### src/design/tree_path_min_max_edge_query_top_assert.svh
// Assertion macros for the tree path query block.
`ifndef TREE_PATH_MIN_MAX_EDGE_QUERY_TOP_ASSERT_SVH
`define TREE_PATH_MIN_MAX_EDGE_QUERY_TOP_ASSERT_SVH
`define TPQ_ASSERT_IMPL(lbl, clk, rstn, prop, msg) \
  lbl: assert property (@(posedge clk) disable iff (!rstn) (prop)) else $error(msg);
`define TPQ_ASSERT_NEXT(lbl, clk, rstn, a, b, msg) \
  lbl: assert property (@(posedge clk) disable iff (!rstn) (a) |=> (b)) else $error(msg);
`endif

### src/design/tpq_pkg.sv
// ----------------------------------------------------------------------------
// tpq_pkg
// Shared types and constants of the tree path min/max edge query block.
// ----------------------------------------------------------------------------
package tpq_pkg;
  localparam int unsigned NodeW = 17;
  localparam int unsigned EdgeW = 20;
  localparam int unsigned TimeW = 19;
  localparam logic [EdgeW-1:0] EdgeCap = 20'd1000000;

  typedef enum logic {
    OP_LOAD  = 1'b0,
    OP_QUERY = 1'b1
  } op_e;

  typedef struct packed {
    op_e              op;
    logic [NodeW-1:0] node_index;
    logic [NodeW-1:0] parent_node;
    logic [EdgeW-1:0] edge_len;
    logic [TimeW-1:0] enter_time;
    logic [TimeW-1:0] leave_time;
    logic [NodeW-1:0] other_node;
  } item_t;

  typedef struct packed {
    logic [EdgeW-1:0] min_edge;
    logic [EdgeW-1:0] max_edge;
  } result_t;

  typedef struct packed {
    logic [NodeW-1:0] anc;
    logic [EdgeW-1:0] mn;
    logic [EdgeW-1:0] mx;
  } jump_t;

  typedef struct packed {
    logic [TimeW-1:0] tin;
    logic [TimeW-1:0] tout;
  } times_t;
endpackage

### src/design/tpq_jump_mem.sv
// ----------------------------------------------------------------------------
// tpq_jump_mem
// Lifting table memory: one write port and one registered read port.
// ----------------------------------------------------------------------------
module tpq_jump_mem #(
  parameter int unsigned Depth = 4,
  parameter int unsigned AddrW = 2
) (
  input  logic                  clk_i,
  input  logic                  we_i,
  input  logic [AddrW-1:0]      waddr_i,
  input  tpq_pkg::jump_t        wdata_i,
  input  logic [AddrW-1:0]      raddr_i,
  output tpq_pkg::jump_t        rdata_o
);
  tpq_pkg::jump_t mem [Depth];
  always_ff @(posedge clk_i) begin
    if (we_i) begin
      mem[waddr_i] <= wdata_i;
    end
    rdata_o <= mem[raddr_i];
  end
endmodule

### config.mk
export PLATFORM = sky130hd
export DESIGN_NAME = tpq_jump_mem
export DESIGN_NICKNAME = d
export VERILOG_FILES = /design/src/design/tree_path_min_max_edge_query_top_assert.svh /design/src/design/tpq_pkg.sv /design/src/design/tpq_jump_mem.sv
export SDC_FILE = /design/constraint.sdc
export NUM_CORES = 1
export LEC_CHECK = 0
export BUFFER_PORTS_ARGS = -buffer_cell sky130_fd_sc_hd__buf_2
export CAP_MARGIN = 20
export CORE_MARGIN = 5
export CORE_UTILIZATION = 49
export CTS_BUF_LIST = sky130_fd_sc_hd__clkbuf_16
export DETAILED_ROUTE_END_ITERATION = 12
export PLACE_DENSITY = 0.74
export SYNTH_ARGS = -nofsm -noshare
export SYNTH_HDL_FRONTEND = slang
export SYNTH_SLANG_ARGS = --single-unit
### constraint.sdc
create_clock -name clk_i -period 8.68 [get_ports clk_i]
set_input_delay 0.434 -clock clk_i [delete_from_list [all_inputs] [get_ports clk_i]]
set_output_delay 0.434 -clock clk_i [all_outputs]
set_load 0.1 [all_outputs]
==> run metrics <==
run status=completed; CP arrival=2.14 ns; GRT overflow=0; vias per cell=5.28; synthesized cell area=approximately 0.0094 mm^2; register area=~0.008 mm^2; clk_lat worst skew=0.51 ns; Tightest Hold Check Type=input pin to flop; Final ANT Viol Nets=0; RR Startpoint=mem[2][53]$_DFFE_PP_; met3 wire len=1020 um; CTS resizes=0; global-route wire length before repair=24600 um; Setup Fix Bufs, Post-CTS=0; Setup-failing EPs final=0; Area Overhead vs Synth=18.9%; final setup margin=roughly 6.9 ns; port bufs=approximately 120; Worst Setup Path Type=input pin to flop; unique cell type count in the Yosys netlist=10; Mapped Nets=around 420; DRC=0; final hold violations=0; initial DRC count=265; Power Total=3.10 mW; R2R Path End=rdata_o[53]$_DFF_P_; Hold-fix buffers, CTS=0; hold path start=wdata_i[21]; CTS clk-pin slew, worst paths=0.06 ns; largest net degree at the start of global routing=58; power density over the cells=278 mW/mm^2; largest fanout on the critical path=33; Yosys reg bits=285; post-synth top area share=72.9%; min cycle time layout=~1.8 ns; DR WL met2=7650 um; I/O pins=120; Synth warnings=0; antenna diode count=0; leading area contributor after synthesis=edfxtp_1; Place WS=6.34 ns; WHS Endpoint=mem[0][21]$_DFFE_PP_; max_slew headroom=approximately a third; chip height=148 um; routed length per instance=between 20 and 25 um; FF-to-FF setup slack=between 7 and 8 ns; Max Clock Freq=571 MHz; Finished Cell Area=0.0112 mm^2; nets@finish=560; top post-synthesis cells by area=edfxtp_1 73%, mux4_2 14%, dfxtp_1 12%, buf_6 0.48%, buf_2 0.21%; 1st-pass router iterations=4; hold depth=1; WHS=0.134 ns; GPL Wtd Cong=0.661; Worst R2R Path Depth=1; CTS buffer count=27; maximum VDD drop=about 150 uV; CTS tree=yes; vias in the first global route=4421; Post-DP Area=0.0102 mm^2; H-tree depth reported by CTS=1; clock buffer depth=3; Worst setup SP type=input pin; worst slew pin tran=roughly 1.0 ns; M1 WL=between 6000 and 7000 um; final setup TNS=0 ns; utilization after layout=59.5%; Multi-input gate area=0.00133 mm^2; P_leak=about 4 nW; Mapped Cells=358; Total GRT Usage=14.4%; Worst Skew=0.00707 ns; RSZ-0062 raised after global routing=no; Vias=3968; Core Area=between 0.015 and 0.02 mm^2; initial antenna violation count=2; part of the cycle the worst path needs=20.2%; crit end category=flop; fin cells=751; max_cap viols=0; post-DP HPWL=8930 um; Critical Path RT=9.07 ns; Placed Cells=702; final WL=between 15000 and 20000 um; die area=0.0220 mm^2; # clock sinks=between 200 and 300; Root Driver=clkbuf_16; filler cell count=around 1300; Top Layer Used=met5; standard-cell rows=50; layout cells sized above 1=between 40% and 50%; mean post-synth cell area=26.2 um^2; initial core utilization=between 50 and 60%; final-report max-slew violation count=0; post-synthesis sequential area ratio=85.1%; chip width=~150 um
-- cell usage after synthesis --
cell type / instances
edfxtp_1: 228
dfxtp_1: 57
mux4_2: 57
buf_2: 4
buf_6: 4
and3b_1: 2
buf_4: 2
clkbuf_1: 2
and3_1: 1
nor3b_1: 1
-- metal layers --
layer | vias up | GRT usage, %
li1 | 1774 | -
met1 | 2039 | 19.0
met2 | 128 | 23.9
met4 | 4 | 3.97
met3 | 23 | 3.99
met5 | - | 0
-- registers in the layout, summed over array words and instances, names as in the netlist --
signal	flops
mem	228
rdata_o	57
-- worst max-delay path, cell delays in order --
cell	delay, ns
buf_4	0.41
buf_4	0.63
mux4_2	0.59
-- worst max path at each step --
stage	start	endpoint	slack (ns)	cells past startpoint
6_report	raddr_i[0]	rdata_o[15]$_DFF_P_	6.93	3
5_1_grt	raddr_i[0]	rdata_o[12]$_DFF_P_	6.76	3
4_1_cts	raddr_i[0]	rdata_o[34]$_DFF_P_	6.88	3
3_5_place_dp	raddr_i[0]	rdata_o[34]$_DFF_P_	6.34	3
3_3_place_gp	raddr_i[0]	rdata_o[30]$_DFF_P_	6.38	3
2_1_floorplan	waddr_i[1]	mem[0][0]$_DFFE_PP_	3.49	1
-- where the power goes --
group          leakage, nW  switching [mW]  total [mW]  internal, mW
combinational        0.862           0.255       0.322        0.0678
clock                0.464           0.458        1.20         0.742
sequential            2.58          0.0212        1.58          1.56
total                 3.90           0.734        3.10          2.37
-- kinds of logic (layout without fill, tap and decap cells) --
| kind of cell | count (synthesis) | in the layout | synth area share (%) |
|---|---|---|---|
| muxes | 57 | 57 | 13.7 |
| and+or+nand+nor | 4 | 4 | 0.333 |
| buffers and inverters | 12 | 171 | 0.933 |
| DFF | 285 | 285 | 85.1 |
-- placed cells by master, fill, tap and decap left out --
master	Yosys	layout
edfxtp_1	228	228
clkinv_1	0	7
inv_1	0	3
dfxtp_1	57	57
mux4_2	57	57
buf_4	2	4
and3_4	0	1
and3b_4	0	2
bufinv_16	0	6
clkbuf_16	0	27
clkinvlp_4	0	1
nor3b_2	0	1
clkinv_4	0	1
buf_2	4	118
clkinv_2	0	4
-- layout make-up --
type	count	share of cell area (%)
Multi-Input combinational cell	61	11.9
Clock inverter	22	2.28
Tap cell	234	2.62
Timing Repair Buffer	122	5.56
Clock buffer	27	6.05
Sequential cell	285	71.6
Power figures use the tool's default switching activity.
