===== config.mk =====
export PLATFORM = sky130hd
export DESIGN_NAME = tpq_time_mem
export DESIGN_NICKNAME = d
export VERILOG_FILES = /design/src/design/tree_path_min_max_edge_query_top_assert.svh /design/src/design/tpq_pkg.sv /design/src/design/tpq_time_mem.sv
export SDC_FILE = /design/constraint.sdc
export NUM_CORES = 1
export LEC_CHECK = 0
export BUFFER_PORTS_ARGS = -buffer_cell sky130_fd_sc_hd__clkbuf_2
export CAP_MARGIN = 20
export CELL_PAD_IN_SITES_DETAIL_PLACEMENT = 1
export CELL_PAD_IN_SITES_GLOBAL_PLACEMENT = 1
export CORE_MARGIN = 2
export CORE_UTILIZATION = 45
export DETAILED_ROUTE_END_ITERATION = 8
export PLACE_DENSITY = 0.71
export SLEW_MARGIN = 20
export SYNTH_ARGS = -nofsm -noshare
export SYNTH_HDL_FRONTEND = slang
export SYNTH_SLANG_ARGS = --single-unit

===== constraint.sdc =====
create_clock -name clk_i -period 3.9 [get_ports clk_i]
set_clock_uncertainty 0.15 [all_clocks]
set_input_delay 0.195 -clock clk_i [delete_from_list [all_inputs] [get_ports clk_i]]
set_output_delay 0.195 -clock clk_i [all_outputs]
set_load 0.005 [all_outputs]

===== src/design/tree_path_min_max_edge_query_top_assert.svh =====
// Assertion macros for the tree path query block.
`ifndef TREE_PATH_MIN_MAX_EDGE_QUERY_TOP_ASSERT_SVH
`define TREE_PATH_MIN_MAX_EDGE_QUERY_TOP_ASSERT_SVH
`define TPQ_ASSERT_IMPL(lbl, clk, rstn, prop, msg) \
  lbl: assert property (@(posedge clk) disable iff (!rstn) (prop)) else $error(msg);
`define TPQ_ASSERT_NEXT(lbl, clk, rstn, a, b, msg) \
  lbl: assert property (@(posedge clk) disable iff (!rstn) (a) |=> (b)) else $error(msg);
`endif


===== src/design/tpq_pkg.sv =====
// ----------------------------------------------------------------------------
// tpq_pkg
// Shared types and constants of the tree path min/max edge query block.
// ----------------------------------------------------------------------------
package tpq_pkg;
  localparam int unsigned NodeW = 17;
  localparam int unsigned EdgeW = 20;
  localparam int unsigned TimeW = 19;
  localparam logic [EdgeW-1:0] EdgeCap = 20'd1000000;

  typedef enum logic {
    OP_LOAD  = 1'b0,
    OP_QUERY = 1'b1
  } op_e;

  typedef struct packed {
    op_e              op;
    logic [NodeW-1:0] node_index;
    logic [NodeW-1:0] parent_node;
    logic [EdgeW-1:0] edge_len;
    logic [TimeW-1:0] enter_time;
    logic [TimeW-1:0] leave_time;
    logic [NodeW-1:0] other_node;
  } item_t;

  typedef struct packed {
    logic [EdgeW-1:0] min_edge;
    logic [EdgeW-1:0] max_edge;
  } result_t;

  typedef struct packed {
    logic [NodeW-1:0] anc;
    logic [EdgeW-1:0] mn;
    logic [EdgeW-1:0] mx;
  } jump_t;

  typedef struct packed {
    logic [TimeW-1:0] tin;
    logic [TimeW-1:0] tout;
  } times_t;
endpackage


===== src/design/tpq_time_mem.sv =====
// ----------------------------------------------------------------------------
// tpq_time_mem
// Entry and exit time memory: one write port and one registered read port.
// ----------------------------------------------------------------------------
module tpq_time_mem #(
  parameter int unsigned Depth = 4,
  parameter int unsigned AddrW = 2
) (
  input  logic                  clk_i,
  input  logic                  we_i,
  input  logic [AddrW-1:0]      waddr_i,
  input  tpq_pkg::times_t       wdata_i,
  input  logic [AddrW-1:0]      raddr_i,
  output tpq_pkg::times_t       rdata_o
);
  tpq_pkg::times_t mem [Depth];
  always_ff @(posedge clk_i) begin
    if (we_i) begin
      mem[waddr_i] <= wdata_i;
    end
    rdata_o <= mem[raddr_i];
  end
endmodule


==> results.tsv, run 1 <==
metric	value	unit
setup_viol	0	
first_iter_violations	226	
fin_total_pwr	4.354	mW
clk_latency	0.42	ns
cp.depth	2	
hold_end	mem[0][32]	
num_rows	43	
rsz0062_at_grt	false	
final_common_cell	edfxtp_1	
combPwrFrac	5.2	%
crit_family	simple AND/OR/NAND/NOR gates	
top_layer_used	met4	
clockBufferDepth	2	
grt_start_max_net_pins	39	
die_h	122.2	um
cp_num_buf_inv	1	
antenna_found_initial	0	
synth-seq-area-share	84.66	%
p_leak	2.768	nW
regToRegEndpoint	rdata_o[35]	
power_frac_clock	41.0	%
max_freq	737.1	MHz
min_path_type	in2reg	
worst_slew_pin_slew	1.017	ns
worstPathCellList	clkbuf_2 > and3b_2	
crit_arrival	1.25	ns
maxSlewHeadroom	32.23	%
drc	0	
power_frac_seq	53.9	%
path_clk_slew	0.07	ns
reg2reg_from	mem[3][35]	
io-pin-count	82	
switching_share	19.51	%
wl_per_cell	18.49	um
ant_nets	0	
die_w	122.2	um
startpoint_type	primary input	
overflow	0	
synth_cell_types	11	
crit_type	in2reg	
drt-vias-per-instance	4.922	
power_switching	849.4	uW
finalCriticalPeriod	1.357	ns
post-route-period-util	34.79	%
dpl_cell_area	6864	um^2
ir_drop	0.3868	mV
firstDrtPassIters	6	
yosysWarningCount	0	
synth-seq-cells	190	
cts.root.buffer_cell	clkbuf_16	
end_kind	register	
power_per_cell_area	553.5	nW/um^2
final_hold_viol_count	0	
grt_pass1_wl	16490	um
vias	2776	
instances_no_fill	564	
avgSynthCellArea	26.21	um^2
synth_area	6290	um^2
drv_cap	0	
synth_fp_nets	284	
r2r_slack	2.76	ns
slew_violations	0	
nets	415	
crit_slowest_cell	and3b_2	
p_int	3.505	mW
cts_tree	done	
port_buffers	81	
cp_max_fo	38	
r2r_cells	1	
hold_path.startpoint	waddr_i[1]	
cts_sinks	190	
track_usage	15.76	%
wl	10430	um
coreArea	13770	um^2
place_hpwl	5785	um
wl_met1	4435	um
htreeDepth	4	
cpPeakStageDelay	0.91	ns
area_growth	25.06	%
start_util	45.67	%
hold_depth	3	
place_congestion	0.6646	
netlist_instances	240	
drive_above_1_share	40.10	%
final_area	7866	um^2
wl_met2	5326	um
status	completed	
fin_setup_tns	0	ns
route.met3.wl	528	um
dieArea	14940	um^2
cp_data_required_time	3.79	ns
grt_pass1_vias	3076	
final_cell_mix	edfxtp_1, clkbuf_2, mux4_2, dlygate4sd3_1, dfxtp_1	
postCtsSetupRepairBufs	0	
cts_buffers	17	
dp_cells	494	
antennaDiodeCount	0	
-- synthesized netlist by cell type, drive strengths merged --
cell      n  area, um^2
edfxtp  152        4564
nor3b     1       7.510
and3b     2       17.52
clkbuf    1       3.750
buf       7       73.82
mux4     38       855.8
and3      1       6.260
dfxtp    38       760.7
-- metrics by stage --
step / worst slack (ns) / util [%] / hold slack, ns
2_1_floorplan: 0.2318 / - / 0.1439
5_1_grt: 2.461 / 57.11 / 0.3444
3_3_place_gp: 2.055 / 49.82 / 0.2599
4_1_cts: 2.509 / 57.11 / 0.3249
6_report: 2.543 / 57.11 / 0.3361
3_5_place_dp: 2.031 / 49.84 / 0.2697
-- sequential cells by signal, indices dropped and copies added, names as in the netlist --
signal / flops
rdata_o: 38
mem: 152
-- layer usage --
metal,vias to the layer above,track usage (%)
li1,1267,-
met5,-,0
met4,0,5.172
met3,10,6.366
met2,80,25.31
met1,1419,19.70
-- logic make-up (layout without fill, tap and decap cells) --
group	Yosys count	count (layout)	synth area share (%)
multiplexers	38	38	13.61
flip-flops	190	190	84.66
AND/OR/NAND/NOR	4	4	0.4975
buffers and inverters	8	152	1.233
-- what timing repair did --
item	in CTS	in global routing
hold endpoints to repair	152	0
gates resized for setup	0	0
hold buffers	38	0
-- how the worst max path moves through the flow --
stage	to	startpoint	slack [ns]
floorplan	mem[0][0]	waddr_i[1]	0.23
finish	mem[1][4]	waddr_i[1]	2.54
global route	mem[1][0]	waddr_i[1]	2.46
CTS	mem[1][2]	waddr_i[1]	2.51
detailed placement	mem[1][3]	waddr_i[1]	2.03
global placement	mem[1][3]	waddr_i[1]	2.06
-- power by group through the flow --
stage / clock network (mW) / logic [mW] / registers (mW)
finish: 1.78 / 0.226 / 2.34
global route: 1.91 / 0.251 / 2.35
CTS: 1.83 / 0.234 / 2.35
detailed placement: 0 / 0.202 / 2.39
global placement: 0 / 0.197 / 2.38
floorplan: 0 / 0.102 / 2.38
-- cell type report --
class | instances | area [um^2]
timing repair buffer | 120 | 798.3
sequential | 190 | 5325
multi-input combinational | 42 | 895.9
clock inverter | 15 | 196.4
fill | 1183 | 5907
tap | 180 | 225.2
clock buffer | 17 | 425.4
No activity file was read; power rests on OpenSTA's default activity.
==> inputs of run 2 (changes only) <==
--- a/config.mk
+++ b/config.mk
@@ -5,14 +5,15 @@
 export SDC_FILE = /design/constraint.sdc
 export NUM_CORES = 1
 export LEC_CHECK = 0
+export ABC_AREA = 1
 export BUFFER_PORTS_ARGS = -buffer_cell sky130_fd_sc_hd__clkbuf_2
 export CAP_MARGIN = 20
 export CELL_PAD_IN_SITES_DETAIL_PLACEMENT = 1
 export CELL_PAD_IN_SITES_GLOBAL_PLACEMENT = 1
 export CORE_MARGIN = 2
-export CORE_UTILIZATION = 45
+export CORE_UTILIZATION = 46
 export DETAILED_ROUTE_END_ITERATION = 8
-export PLACE_DENSITY = 0.71
+export PLACE_DENSITY = 0.76
 export SLEW_MARGIN = 20
 export SYNTH_ARGS = -nofsm -noshare
 export SYNTH_HDL_FRONTEND = slang
==> constraint.sdc (replaced) <==
create_clock -name clk_i -period 1.3 [get_ports clk_i]
set_clock_uncertainty 0.15 [all_clocks]
set_input_delay 0.065 -clock clk_i [delete_from_list [all_inputs] [get_ports clk_i]]
set_output_delay 0.065 -clock clk_i [all_outputs]
set_load 0.005 [all_outputs]
==> run 2 against run 1 <==
Worst hold slack worse by 0.33 ns; total power rose to 3.0 times the previous value; clock power grew to 2.8 times the previous value; non-clock buffer count increased by 17; global-route usage increased by 7.1 points; via count increased by 74%; setup slack worse by 2.4 ns; critical path depth fell by 1; area after synthesis grew 14%; cell area increased by 14%; first-iteration DRC count up 43%.
==> results.tsv, run 2 <==
metric	value	unit	change
power_switching	3.174	mW	was 849.4 uW
coreArea	15260	um^2	was 13770 um^2
r2r_slack	0.30	ns	was 2.76 ns
vias	4822		was 2776
switching_share	24.37	%	was 19.51%
io-pin-count	82		unchanged
min_path_type	in2reg		unchanged
drive_above_1_share	17.05	%	was 40.10%
p_int	9.851	mW	was 3.505 mW
overflow	0		unchanged
synth_top_cell_by_area	edfxtp_1		unchanged
synth-seq-cells	190		unchanged
synthTopCellsByArea	edfxtp_1, dfxtp_1, nand2_1, inv_1, nand3_1		was edfxtp_1, mux4_2, dfxtp_1, buf_12, and3b_1
antenna_found_initial	0		unchanged
dieArea	16650	um^2	was 14940 um^2
maxSlewHeadroom	76.55	%	was 32.23%
synth_area	7193	um^2	was 6290 um^2
synth_cell_types	11		unchanged
final_common_cell	nand2_1		was edfxtp_1
path_clk_slew	0.07	ns	about the same
synth-edff-count	152		unchanged
slew_violations	0		unchanged
final_hold_viol_count	0		unchanged
r2r_cells	4		was 1
yosysWarningCount	0		unchanged
setup_viol	0		unchanged
regToRegEndpoint	rdata_o[26]		was rdata_o[35]
synthAdderAreaFrac	0	%	unchanged
fillers	1585		was 1183
fin_util	58.59	%	was 57.11%
startpoint_type	register		was primary input
crit_type	reg2out		was in2reg
reg_top3	mem x152, rdata_o x38		unchanged
yosysTopAreaCellShare	63.45	%	was 72.57%
synth_xor_xnor_area_share	0	%	unchanged
place_congestion	0.7304		was 0.6646
power_per_cell_area	1457	nW/um^2	was 553.5 nW/um^2
synth.most_common_cell	nand2_1		was edfxtp_1
netlist_instances	642		was 240
end_kind	output port		was register
start_util	47.14	%	was 45.67%
hold_path.startpoint	waddr_i[1]		unchanged
first_iter_violations	324		was 226
place_hpwl	11020	um	was 5785 um
grt_pass1_wl	27760	um	was 16490 um
hold_buffers	40		was 38
status	completed		unchanged
wl	17760	um	was 10430 um
cts_buffers	17		unchanged
finalCriticalPeriod	1.128	ns	
grt_pass1_vias	5377		was 3076
cp_data_required_time	1.09	ns	was 3.79 ns
cp_num_buf_inv	1		unchanged
power_frac_seq	54.0	%	was 53.9%
largest_register	mem		unchanged
reg2reg_from	mem[3][26]		was mem[3][35]
ir_drop	0.8944	mV	was 0.3868 mV
worst_slew_pin_slew	0.3513	ns	was 1.017 ns
die_h	129.1	um	was 122.2 um
seq_area	5325	um^2	unchanged
synth-seq-area-share	74.03	%	was 84.66%
port_buffers	81		unchanged
cpPeakStageDelay	0.35	ns	was 0.91 ns
rsz0062_at_grt	false		unchanged
synth_ff_type	edfxtp_1		unchanged
drv_cap	0		unchanged
final_area	8940	um^2	was 7866 um^2
crit_family	flip-flops		was simple AND/OR/NAND/NOR gates
synth_fp_nets	686		was 284
die_w	129.1	um	was 122.2 um
area_growth	24.28	%	was 25.06%
final_cell_mix	nand2_1, inv_1, edfxtp_1		was edfxtp_1, clkbuf_2, mux4_2, dlygate4sd3_1, dfxtp_1
cp.depth	1		was 2
post-route-period-util	86.80	%	
dp_cells	925		was 494
ant_nets	0		unchanged
instances_no_fill	997		was 564
p_leak	4.109	nW	was 2.768 nW
avgSynthCellArea	11.20	um^2	was 26.21 um^2
antennaDiodeCount	0		unchanged
ys_async_sr_fraction	0	%	unchanged
combPwrFrac	7.8	%	was 5.2%
num_rows	45		was 43
synth_simple_gate_area_share	15.48	%	was 0.4973%
clk_latency	0.44	ns	was 0.42 ns
track_usage	22.90	%	was 15.76%
crit_path_start	rdata_o[35]		was waddr_i[1]
worstPathCellList	clkbuf_2		was clkbuf_2 > and3b_2
synthMuxAreaShare	0	%	was 13.61%
clockBufferDepth	2		unchanged
grt_start_max_net_pins	45		was 39
nets	817		was 415
dpl_cell_area	7988	um^2	was 6864 um^2
cp_max_fo	1		was 38
power_frac_clock	38.2	%	was 41.0%
synth_compound_area_share	0	%	unchanged
postCtsResizedCells	0		unchanged
firstDrtPassIters	4		was 6
max_freq	886.2	MHz	
cts_tree	done		unchanged
crit_slowest_cell	dfxtp_1		was and3b_2
postCtsSetupRepairBufs	0		unchanged
cts.root.buffer_cell	clkbuf_16		unchanged
endpoint	rdata_o[35]		was mem[1][4]
multi_input_area	1159	um^2	was 895.9 um^2
largest_register_ffs	152		unchanged
htreeDepth	4		unchanged
yosys-top-cells-count	nand2_1, inv_1, edfxtp_1		was edfxtp_1, dfxtp_1, mux4_2
synth_top_family_by_area	simple AND/OR/NAND/NOR gates		was multiplexers
cts_sinks	190		unchanged
drt-vias-per-instance	4.837		was 4.922
drc	0		unchanged
crit_arrival	0.91	ns	was 1.25 ns
wl_per_cell	17.82	um	was 18.49 um
==> run 2: cell count changes after synthesis, moves of 4 or more <==
cell,delta
buf_6,+5
nand3_1,+76
buf_2,+12
mux4_2,-38
inv_1,+156
nor3_1,+4
nand2_1,+190
==> run 2: metrics by stage <==
stage	power [mW]	setup WS, ns	setup TNS (ns)	hold slack, ns
after floorplan	7.598	-0.4043	-61.45	0.01387
final	13.02	0.1716	0	0.007827
after detailed placement	8.092	-0.04063	-2.220	0.1424
after global routing	13.47	0.1391	0	0.02475
after CTS	13.14	0.1507	0	0.0009795
after global placement	7.991	-0.004565	-0.07800	0.1350
==> run 2: tightest hold or removal path, cell delays in order <==
cell and delay (ns):
clkbuf_2 0.13, nor3_4 0.07, buf_12 0.16
==> run 2: final cells by class <==
type / instances / share of cell area [%]
Inverter: 157 / 6.592
Clock inverter: 15 / 1.414
Clock buffer: 17 / 4.759
Tap cell: 211 / 2.953
Timing Repair Buffer: 137 / 11.76
Multi-Input combinational cell: 270 / 12.96
Sequential cell: 190 / 59.57
==> run 2: worst min path at each step <==
stage | endpoint | slack [ns] | cells after the start
floorplan | mem[0][0] | 0.01 | 0
global placement | mem[0][21] | 0.14 | 1
detailed placement | mem[3][21] | 0.14 | 1
CTS | mem[0][8] | 0.001 | 3
global route | mem[0][8] | 0.02 | 3
finish | mem[0][5] | 0.008 | 3
==> run 2: logic make-up after synthesis <==
logic type | Yosys count
buffers and inverters | 182
AND/OR/NAND/NOR | 270
flip-flops | 190
==> run 2: power by group through the flow <==
| stage | Clock (mW) | Combinational (mW) | Sequential [mW] |
|---|---|---|---|
| 2_1_floorplan | 0 | 0.447 | 7.15 |
| 3_3_place_gp | 0 | 0.854 | 7.14 |
| 3_5_place_dp | 0 | 0.926 | 7.17 |
| 4_1_cts | 5.07 | 1.04 | 7.04 |
| 5_1_grt | 5.27 | 1.14 | 7.06 |
| 6_report | 4.97 | 1.02 | 7.03 |
==> run 2: routing by layer <==
layer  vias to the layer above  wire length, um  track usage (%)
met5                         -                0                0
met4                         0              541            12.66
met3                        43              571            3.757
met2                       120             9704            42.36
met1                      2397             6945            25.04
li1                       2262                -                -
